<file path="src/rtl/uialu_pkg.sv">
// Package: shared types, operation codes and sequencer states for the ALU.
`default_nettype none
package uialu_pkg;
  localparam int unsigned DATA_W = 64;
  localparam int unsigned REGISTER_COUNT = 32;
  localparam int unsigned REG_IDX_W = 5;
  localparam int unsigned MODE_W = 5;
  localparam int unsigned CNT_W = 7;

  typedef logic [DATA_W-1:0] word_t;
  typedef logic [REG_IDX_W-1:0] reg_idx_t;

  typedef enum logic [MODE_W-1:0] {
    OP_ADD    = 5'd0,
    OP_SUB    = 5'd1,
    OP_MUL    = 5'd2,
    OP_DIV    = 5'd3,
    OP_MOD    = 5'd4,
    OP_FMA    = 5'd5,
    OP_SQRT   = 5'd6,
    OP_LOG10  = 5'd7,
    OP_INC    = 5'd8,
    OP_DEC    = 5'd9,
    OP_AND    = 5'd10,
    OP_OR     = 5'd11,
    OP_XOR    = 5'd12,
    OP_SHL    = 5'd13,
    OP_SHR    = 5'd14,
    OP_ROL    = 5'd15,
    OP_ROR    = 5'd16,
    OP_POPCNT = 5'd17,
    OP_BITLEN = 5'd18
  } op_t;

  typedef enum logic [2:0] {
    ST_IDLE,
    ST_READ,
    ST_LOAD,
    ST_ITER,
    ST_DONE,
    ST_OUT
  } state_t;

  typedef struct packed {
    logic [MODE_W-1:0] mode;
    reg_idx_t          dest_reg;
    reg_idx_t          src_a_reg;
    reg_idx_t          src_b_reg;
  } instr_t;

  typedef struct packed {
    word_t result_value;
    logic  zero_flag;
    logic  borrow_flag;
    logic  error;
  } result_t;
endpackage
`default_nettype wire

</file>
<file path="src/rtl/uialu_if.sv">
// Interface: valid/ready channel carrying one payload.
`default_nettype none
interface uialu_if #(parameter type payload_t = logic) ();
  logic     valid;
  logic     ready;
  payload_t payload;
  modport source (output valid, output payload, input ready);
  modport sink (input valid, input payload, output ready);
endinterface
`default_nettype wire

</file>
<file path="src/rtl/unsigned_integer_alu.sv">
// Top level: 64-bit unsigned ALU over a 32-entry register file.
`default_nettype none
// One instruction at a time. An instruction transfer on in_ch reads both
// sources and the destination from the register file (flip-flops, reset to
// zero), then a shared 64-bit add/subtract/shift datapath iterates:
// multiply as 64 shift-and-add steps, divide and modulo as 64 restoring
// subtract steps, square root as 32 steps of one root bit each, log10 as 19
// compare steps against powers of ten, popcount and bit length one bit per
// step. Logic and shift operations take a single step. A result is then
// written back (log10 of zero writes nothing and sets the error flag) and
// offered on out_ch; the next instruction is taken once the result has been
// transferred. The step count is 64 for mul, fma, div, mod, popcount and
// bit length, 32 for sqrt, 19 for log10 (log10 of zero included), 1 for the
// rest.
// Register numbers are REG_IDX_W bits wide, so each one addresses one of the
// REGISTER_COUNT entries.
module unsigned_integer_alu (
  input wire logic clk,
  input wire logic rst,
  uialu_if.sink    in_ch,
  uialu_if.source  out_ch
);
  import uialu_pkg::*;

  state_t state, state_next;
  word_t  rf [REGISTER_COUNT];
  instr_t ins;
  word_t  a, b, d, acc, x, r;
  logic [CNT_W-1:0] cnt;
  logic   zero_bit, borrow_bit, err;
  result_t res;
  op_t    op;

  assign op = op_t'(ins.mode);
  assign in_ch.ready = (state == ST_IDLE);
  assign out_ch.valid = (state == ST_OUT);
  assign out_ch.payload = res;

  // powers of ten, index k gives 10^(k+1)
  function automatic word_t pow10(input logic [4:0] k);
    word_t p;
    case (k)
      5'd0:    p = 64'd10;
      5'd1:    p = 64'd100;
      5'd2:    p = 64'd1000;
      5'd3:    p = 64'd10000;
      5'd4:    p = 64'd100000;
      5'd5:    p = 64'd1000000;
      5'd6:    p = 64'd10000000;
      5'd7:    p = 64'd100000000;
      5'd8:    p = 64'd1000000000;
      5'd9:    p = 64'd10000000000;
      5'd10:   p = 64'd100000000000;
      5'd11:   p = 64'd1000000000000;
      5'd12:   p = 64'd10000000000000;
      5'd13:   p = 64'd100000000000000;
      5'd14:   p = 64'd1000000000000000;
      5'd15:   p = 64'd10000000000000000;
      5'd16:   p = 64'd100000000000000000;
      5'd17:   p = 64'd1000000000000000000;
      5'd18:   p = 64'd10000000000000000000;
      default: p = '1;
    endcase
    return p;
  endfunction

  always_comb begin
    state_next = state;
    case (state)
      ST_IDLE: if (in_ch.valid) state_next = ST_READ;
      ST_READ: state_next = ST_LOAD;
      ST_LOAD: state_next = ST_ITER;
      ST_ITER: if (cnt == '0) state_next = ST_DONE;
      ST_DONE: state_next = ST_OUT;
      ST_OUT:  if (out_ch.ready) state_next = ST_IDLE;
      default: state_next = ST_IDLE;
    endcase
  end

  // divide step: shift remainder in acc, quotient bits into x
  logic [DATA_W:0] dsub;
  assign dsub = {1'b0, acc[DATA_W-2:0], x[DATA_W-1]} - {1'b0, b};

  always_ff @(posedge clk) begin
    if (rst) begin
      state <= ST_IDLE;
      zero_bit <= 1'b0;
      borrow_bit <= 1'b0;
      for (int i = 0; i < REGISTER_COUNT; i++) rf[i] <= '0;
      cnt <= '0;
    end else begin
      state <= state_next;
      case (state)
        ST_IDLE: if (in_ch.valid) ins <= in_ch.payload;
        ST_READ: begin
          a <= rf[ins.src_a_reg];
          b <= rf[ins.src_b_reg];
          d <= rf[ins.dest_reg];
        end
        ST_LOAD: begin
          acc <= '0;
          r <= '0;
          x <= a;
          err <= 1'b0;
          case (op)
            OP_MUL, OP_FMA, OP_DIV, OP_MOD, OP_POPCNT, OP_BITLEN:
              cnt <= CNT_W'(DATA_W - 1);
            OP_SQRT: cnt <= CNT_W'(DATA_W / 2 - 1);
            OP_LOG10: cnt <= CNT_W'(18);
            default: cnt <= '0;
          endcase
        end
        ST_ITER: begin
          cnt <= cnt - 1'b1;
          case (op)
            OP_MUL, OP_FMA: begin
              acc <= (acc << 1) + (x[DATA_W-1] ? b : '0);
              x <= x << 1;
            end
            OP_DIV, OP_MOD: begin
              if (!dsub[DATA_W] || acc[DATA_W-1]) begin
                acc <= dsub[DATA_W-1:0];
                x <= {x[DATA_W-2:0], 1'b1};
              end else begin
                acc <= {acc[DATA_W-2:0], x[DATA_W-1]};
                x <= {x[DATA_W-2:0], 1'b0};
              end
            end
            OP_SQRT: begin
              // r holds the root bits so far, test (r|bit)^2 <= a via acc
              if (((acc + ((r << ({1'b0, cnt[4:0]} + 6'd1)))
                    + (word_t'(1) << {cnt[4:0], 1'b0})) <= a) &&
                  !(cnt[4:0] == 5'd31 && a[DATA_W-1:DATA_W-2] == 2'b00)) begin
                acc <= acc + (r << ({1'b0, cnt[4:0]} + 6'd1))
                       + (word_t'(1) << {cnt[4:0], 1'b0});
                r <= r | (word_t'(1) << cnt[4:0]);
              end
            end
            OP_LOG10: if (a >= pow10(cnt[4:0]) && r == '0) r <= word_t'(cnt) + 1'b1;
            OP_POPCNT: begin
              r <= r + word_t'(x[0]);
              x <= x >> 1;
            end
            OP_BITLEN: begin
              if (x[0]) r <= word_t'(CNT_W'(DATA_W) - cnt);
              x <= x >> 1;
            end
            default: ;
          endcase
        end
        ST_DONE: begin
          logic        wr_en, setz;
          word_t       v;
          logic  [5:0] sh;
          sh = b[5:0];
          wr_en = 1'b1;
          setz = 1'b1;
          v = '0;
          case (op)
            OP_ADD: begin v = a + b; setz = 1'b0; end
            OP_SUB: begin v = a - b; borrow_bit <= (a < b); end
            OP_MUL: begin v = acc; setz = 1'b0; end
            OP_FMA: begin v = d + acc; setz = 1'b0; end
            OP_DIV: begin borrow_bit <= (b == '0); v = (b == '0) ? '0 : x; end
            OP_MOD: begin borrow_bit <= (b == '0); v = (b == '0) ? '0 : acc; end
            OP_SQRT: v = r;
            OP_LOG10: begin
              if (a == '0) begin
                wr_en = 1'b0; setz = 1'b0; err <= 1'b1;
              end else v = r;
            end
            OP_INC: begin v = d + 1'b1; setz = 1'b0; end
            OP_DEC: begin borrow_bit <= (d == '0); v = d - 1'b1; end
            OP_AND: v = a & b;
            OP_OR:  v = a | b;
            OP_XOR: v = a ^ b;
            OP_SHL: v = a << sh;
            OP_SHR: v = a >> sh;
            OP_ROL: v = (a << sh) | (a >> (7'd64 - {1'b0, sh}));
            OP_ROR: v = (a >> sh) | (a << (7'd64 - {1'b0, sh}));
            OP_POPCNT: v = r;
            OP_BITLEN: v = r;
            default: begin wr_en = 1'b0; setz = 1'b0; end
          endcase
          if (setz) zero_bit <= (v == '0);
          if (wr_en) rf[ins.dest_reg] <= v;
          d <= wr_en ? v : d;
        end
        default: ;
      endcase
    end
  end

  always_comb begin
    res.result_value = d;
    res.zero_flag = zero_bit;
    res.borrow_flag = borrow_bit;
    res.error = err;
  end

`ifndef SYNTHESIS
  a_ready_idle: assert property (@(posedge clk) disable iff (rst)
    in_ch.ready |-> !out_ch.valid) else $error("ready while result pending");
  a_out_hold: assert property (@(posedge clk) disable iff (rst)
    out_ch.valid && !out_ch.ready |=> out_ch.valid && $stable(res))
    else $error("result changed while stalled");
  a_take: assert property (@(posedge clk) disable iff (rst)
    in_ch.valid && in_ch.ready |=> !in_ch.ready) else $error("second take");
`endif
endmodule
`default_nettype wire
</file>
<file path="src/flat_wrapper.sv">
// flat-port wrapper written by rule: the top's interface ports become plain ports
module unsigned_integer_alu_flat import uialu_pkg::*;
  (clk, rst, in_ch_valid, in_ch_payload, in_ch_ready, out_ch_valid, out_ch_payload, out_ch_ready);
  uialu_if in_ch_i ();
  uialu_if out_ch_i ();
  input wire logic clk;
  input wire logic rst;
  input wire logic [$bits(in_ch_i.valid)-1:0] in_ch_valid;
  input wire logic [$bits(in_ch_i.payload)-1:0] in_ch_payload;
  output wire logic [$bits(in_ch_i.ready)-1:0] in_ch_ready;
  output wire logic [$bits(out_ch_i.valid)-1:0] out_ch_valid;
  output wire logic [$bits(out_ch_i.payload)-1:0] out_ch_payload;
  input wire logic [$bits(out_ch_i.ready)-1:0] out_ch_ready;
  assign in_ch_i.valid = in_ch_valid;
  assign in_ch_i.payload = in_ch_payload;
  assign in_ch_ready = in_ch_i.ready;
  assign out_ch_valid = out_ch_i.valid;
  assign out_ch_payload = out_ch_i.payload;
  assign out_ch_i.ready = out_ch_ready;
  unsigned_integer_alu u_core (.clk(clk), .rst(rst), .in_ch(in_ch_i), .out_ch(out_ch_i));
endmodule
</file>
<file path="config.mk">
export PLATFORM = sky130hd
export DESIGN_NAME = unsigned_integer_alu_flat
export DESIGN_NICKNAME = d
export VERILOG_FILES = /design/src/rtl/uialu_pkg.sv /design/src/rtl/uialu_if.sv /design/src/rtl/unsigned_integer_alu.sv /design/src/flat_wrapper.sv
export SDC_FILE = /design/constraint.sdc
export NUM_CORES = 1
export LEC_CHECK = 0
export ABC_AREA = 1
export BUFFER_PORTS_ARGS = -buffer_cell sky130_fd_sc_hd__buf_2
export CORE_AREA = 5 5 42 44
export DETAILED_ROUTE_END_ITERATION = 10
export DIE_AREA = 0 0 47 49
export MAX_ROUTING_LAYER = met4
export PLACE_DENSITY = 0.72
export SETUP_SLACK_MARGIN = 0.15
export SLEW_MARGIN = 25
export SYNTH_ARGS = -nofsm -noshare
export SYNTH_HDL_FRONTEND = slang
export SYNTH_MEMORY_MAX_BITS = 65536
export SYNTH_SLANG_ARGS = --single-unit
</file>
<file path="constraint.sdc">
create_clock -name clk -period 1.9 [get_ports clk]
set_input_delay 0 -clock clk [delete_from_list [all_inputs] [get_ports clk]]
set_output_delay 0 -clock clk [all_outputs]
set_load 0.01 [all_outputs]
</file>
-- Word level (Yosys, flattened, before mapping)
Memories as Yosys holds them, arrays and structs flattened.
Index checks and enable logic that the tools add are counted.
- register bits: 10
- bits in read-only memories: 192
- bits of input ports: 5
- output and inout bits: 3
- word-level logic and storage cells: 21
- memories: 1
- memory list (memory ; words ; width ; rd ports ; clocked after Yosys merged registers in ; wr ports ; RTL line ; text):
    (no name shown) ; 32 ; 6 ; 1 ; 0 ; 0 ; unsigned_integer_alu.sv:105 ; case (op)
- add/subtract/negate cells: 1
- eq/ne operators: 8
- muxes and demuxes: 5
- reduce and logical (&&, ||, !) cells: 4
- operators with widths (kind ; number):
    case mux 3 bit (6 select lines) ; 1
    case mux 7 bit (2 select lines) ; 1
    2-to-1 mux 3 bit ; 3
    zero test 7 bit ; 1
    subtractor 7 x 1 -> 7 bit, second input constant ; 1
    equality test 3 x 2 -> 1 bit, second input constant ; 2
    equality test 3 bit, second input constant ; 2
    != test 2 x 1 -> 1 bit, second input constant ; 2
    equality test 3 x 1 -> 1 bit, second input constant ; 1
    zero test 3 bit ; 1
    AND reduction 3 bit ; 1
    != test 2 bit, second input constant ; 1
    nonzero test 2 bit ; 1

-- Longest topological paths before layout
- depth after elaboration: 3
- gate-level depth with buffers: 9

-- Worst setup path before layout
OpenSTA, ideal clock, no wires.
- path kind: flip-flop to flip-flop
- from: register u_core.cnt[0]
- to: register u_core.state[0]
- library setup time: 0.118 ns
- data arrival time: 0.980 ns
- data required time: 1.782 ns
- path slack: 0.802 ns
- cell stages (with the launch flop): 10
- cell sequence: dfxtp_1 inv_1 ha_1 nand2_1 nor2_1 nand2_1 nand2_1 nand3_1 nand2_1 nor2_1
- word-level cells in the longest chain between the ends: 3
- ends and longest elaborated chain (element ; RTL line ; text):
    start: declaration ; unsigned_integer_alu.sv:29 ; logic [CNT_W-1:0] cnt;
    start signal: assignment ; unsigned_integer_alu.sv:107 ; cnt <= CNT_W'(DATA_W - 1);
    start signal: assignment ; unsigned_integer_alu.sv:108 ; OP_SQRT: cnt <= CNT_W'(DATA_W / 2 - 1);
    start signal: assignment ; unsigned_integer_alu.sv:114 ; cnt <= cnt - 1'b1;
    zero test 7 bit ; unsigned_integer_alu.sv:73 ; ST_ITER: if (cnt == '0) state_next = ST_DONE;
    != test 2 x 1 -> 1 bit (no source line) ; -- ;
    AND reduction 3 bit (no source line) ; -- ;
    end signal: assignment ; unsigned_integer_alu.sv:92 ; state <= state_next;
    end: declaration ; unsigned_integer_alu.sv:25 ; state_t state, state_next;
Every way passes these cells.
A chain may end at the register's enable or synchronous reset.

-- Final worst setup path
Same ends and word-level chain as after synthesis.

==> summary.txt <==
Status
  – Status: finished, final reports clean

STA
  – Setup TNS: 0 ns
  – Worst hold slack: between 0.15 and 0.2 ns
  – Final Critical Period: 1.21 ns
  – Final setup viols: 0
  – Final cycle utilization of the critical path: 63.4%
  – Worst setup margin: 0.695 ns
  – Skew final: 0.00473 ns
  – RSZ-0062 raised after global routing: false
  – Max Slew Vio Count: 0
  – Fmax: ~0.83 GHz
  – Final Hold Fails: 0

Floorplan
  – DIE WIDTH: 47 um
  – Row cnt: 14
  – Initial Util: 40.2%
  – # IOs: 8
  – Core region area: 0.00140 mm2
  – Die area: between 0.002 and 0.0025 mm2
  – DIE HEIGHT: between 40 and 50 um

Clock tree
  – Inserted Clock Buffers: 3
  – Clk buf depth: 2
  – Clk_lat worst skew: ~0.27 ns
  – TritonCTS clock tree: yes
  – Clock Sinks: 10
  – Post-CTS Resized: 0
  – Clk root buf: clkbuf_4
  – H-tree depth: 1
  – CTS clk-pin slew, worst paths: 0.07 ns

Synthesis
  – Synth unique cells: 21
  – Cell taking the most area after synthesis: dfxtp_1
  – Mean area per synthesized cell: 6.40 um2
  – Synth warn: 0
  – Mapped Nets: 94
  – Register area share after synthesis: 35.6%
  – Synth Instances: 88
  – Post-synth top area share: between 30% and 40%
  – Post-Syn Area: 563 um2
  – Yosys reg bits: 10
  – Top cells by area, synth: dfxtp_1 36%, nand2_1 11%, inv_1 10%, nor2_1 9.3%, nand3_1 6.2%

Power
  – Sequential power share: 37.5%
  – Sw Share: 37.0%
  – P_int: 459 uW
  – NetSw: 270 uW
  – Combinational share of power: a little over a third
  – Worst vdd ir: 0.000468 V
  – Static leakage: approximately 0.32 nW
  – Clk pwr share: a little over a quarter
  – Pwr dens: 1110 mW/mm2
  – Pwr Total: 729 uW

Drt
  – Post-DR wirelength/cell: 9.40 um
  – Vias: 543
  – Final WL: 1070 um
  – Met3 Routed Length: slightly above 80 um
  – Remaining DRCs: 0
  – Met2 Routed Length: 439 um
  – First-pass DRT Iterations: 4
  – DRT iter0 DRCs: 12
  – Highest metal used: met4
  – Wl on met1: just over 500 um
  – DRT antenna net count: 0
  – DR vias/cell: 4.76

Worst setup path
  – Worst EP arrival: 1.37 ns
  – R2R Setup Slk: 0.69 ns
  – Crit. End Element: register
  – Reg-to-Reg End: u_core.state[0]$_SDFFE_PP0P_
  – Required @ worst endpoint: 2.06 ns
  – CP Launch Type: register
  – Top fanout value on the critical path: 3
  – Worst Reg-to-Reg Cells: 9
  – FF-to-FF Start: u_core.cnt[0]$_SDFFE_PP0P_
  – Setup CP Type: reg2reg

GRT
  – Number of global-route vias before repair: a little under 500
  – Initial antenna violation count: 0
  – First-pass GRT wire length: 1910 um
  – Overall routing resource usage: a little under an eighth
  – Grt ovf: 0
  – Largest net degree at the start of global routing: 9

Placement
  – Placement Setup Slack: around 0.7 ns
  – IO buf count: 5
  – Final GP Congestion: 0.826
  – HPWL after DPL: 799 um

Hold path
  – Worst Hold Class: in2reg
  – Hold path endpoint: u_core.state[2]$_SDFFE_PP0P_
  – Cell depth of the worst hold path: 6
  – Hold Crit Start: out_ch_ready

Layout
  – N_diodes: 0
  – Area Growth Syn to Fin: 16.7%
  – Fillers: 141
  – Post-layout nets: between 100 and 150
  – Most frequent cells in the layout: 17 x nand2_1, 15 x inv_1, 14 x nor2_1
  – Ratio of cells with drive above 1 in the final layout: 14.3%
  – Most common library cell in the layout ignoring fill and taps: nand2_1

Job
  – Max Cap Violations: 0
-- cell usage after synthesis, drive strengths merged --
cell	count
conb	1
o21ai	3
or2	1
nor2	15
ha	1
nand3b	1
nor3	4
o21bai	1
a21oi	6
dfxtp	10
o22ai	1
a22oi	1
buf	1
nand3	7
nand2	18
inv	17
-- layer usage --
| layer | up-vias | GRT usage [%] |
|---|---|---|
| met1 | 231 | 15.2 |
| met2 | 15 | 15.6 |
| met4 | 0 | 8.29 |
| met5 | - | - |
| met3 | 5 | 2.21 |
| li1 | 292 | - |
-- worst max-delay path: stages, from the launching register on --
cell     delay (ns)
dfxtp_1        0.32
inv_1          0.08
ha_1           0.19
nand2_1        0.06
nor2_1         0.11
nand2_1        0.07
nand2_1        0.10
nand3_1        0.08
nand2_1        0.06
nor2_1         0.03
-- power groups by stage --
stage / Sequential [mW] / Combinational, mW / Clock [mW]
2_1_floorplan: 0.273 / 0.208 / 0
3_3_place_gp: 0.278 / 0.252 / 0
3_5_place_dp: 0.279 / 0.254 / 0
4_1_cts: 0.274 / 0.259 / 0.199
5_1_grt: 0.281 / 0.304 / 0.213
6_report: 0.274 / 0.258 / 0.198
-- state kept, by name (all words and copies together) (netlist names) --
signal and count:
u_core.state 3, u_core.cnt 7
-- cells by family (layout without fill, tap and decap cells) --
family / after synthesis / count (layout) / synth area share [%]
adder cells (fa/ha/maj): 1 / 1 / 2.22
flip-flops: 10 / 10 / 35.6
AO/OA/AOI/OAI: 12 / 12 / 12.4
AND/OR/NAND/NOR: 46 / 46 / 36.0
other: 1 / 1 / 0.666
buffers and inverters: 18 / 28 / 13.1
-- metrics by stage --
stage	instance area [um2]	cells	util, %
after global placement	601	108	42.9
final	657	114	46.9
after floorplan	563	88	-
after CTS	657	114	46.9
after global routing	657	114	46.9
after detailed placement	601	108	42.9
-- layout make-up --
| class | count | area (um2) | area share (%) |
|---|---|---|---|
| well taps | 16 | 20.0 | 3.05 |
| repair buffers | 7 | 45.0 | 6.86 |
| clock buffers | 4 | 36.3 | 5.52 |
| multi-input cells | 60 | 289 | 44.0 |
| flip-flops and latches | 10 | 200 | 30.5 |
| inverters | 17 | 66.3 | 10.1 |
-- worst max path at each step --
stage | startpoint | to | cells past startpoint
finish | u_core.cnt[0]$_SDFFE_PP0P_ | u_core.state[0]$_SDFFE_PP0P_ | 9
floorplan | u_core.cnt[0]$_SDFFE_PP0P_ | u_core.state[0]$_SDFFE_PP0P_ | 9
global route | u_core.cnt[1]$_SDFFE_PP0P_ | u_core.state[0]$_SDFFE_PP0P_ | 9
global placement | u_core.cnt[0]$_SDFFE_PP0P_ | u_core.state[0]$_SDFFE_PP0P_ | 9
CTS | u_core.cnt[0]$_SDFFE_PP0P_ | u_core.state[0]$_SDFFE_PP0P_ | 9
detailed placement | u_core.cnt[0]$_SDFFE_PP0P_ | u_core.state[0]$_SDFFE_PP0P_ | 9
-- repair_timing --
item | 4_1_cts | 5_1_grt
hold buffers | 2 | 0
endpoints found under the hold margin | 5 | 0
buffers inserted | 0 | 0
(Power assumes the default switching activity.)
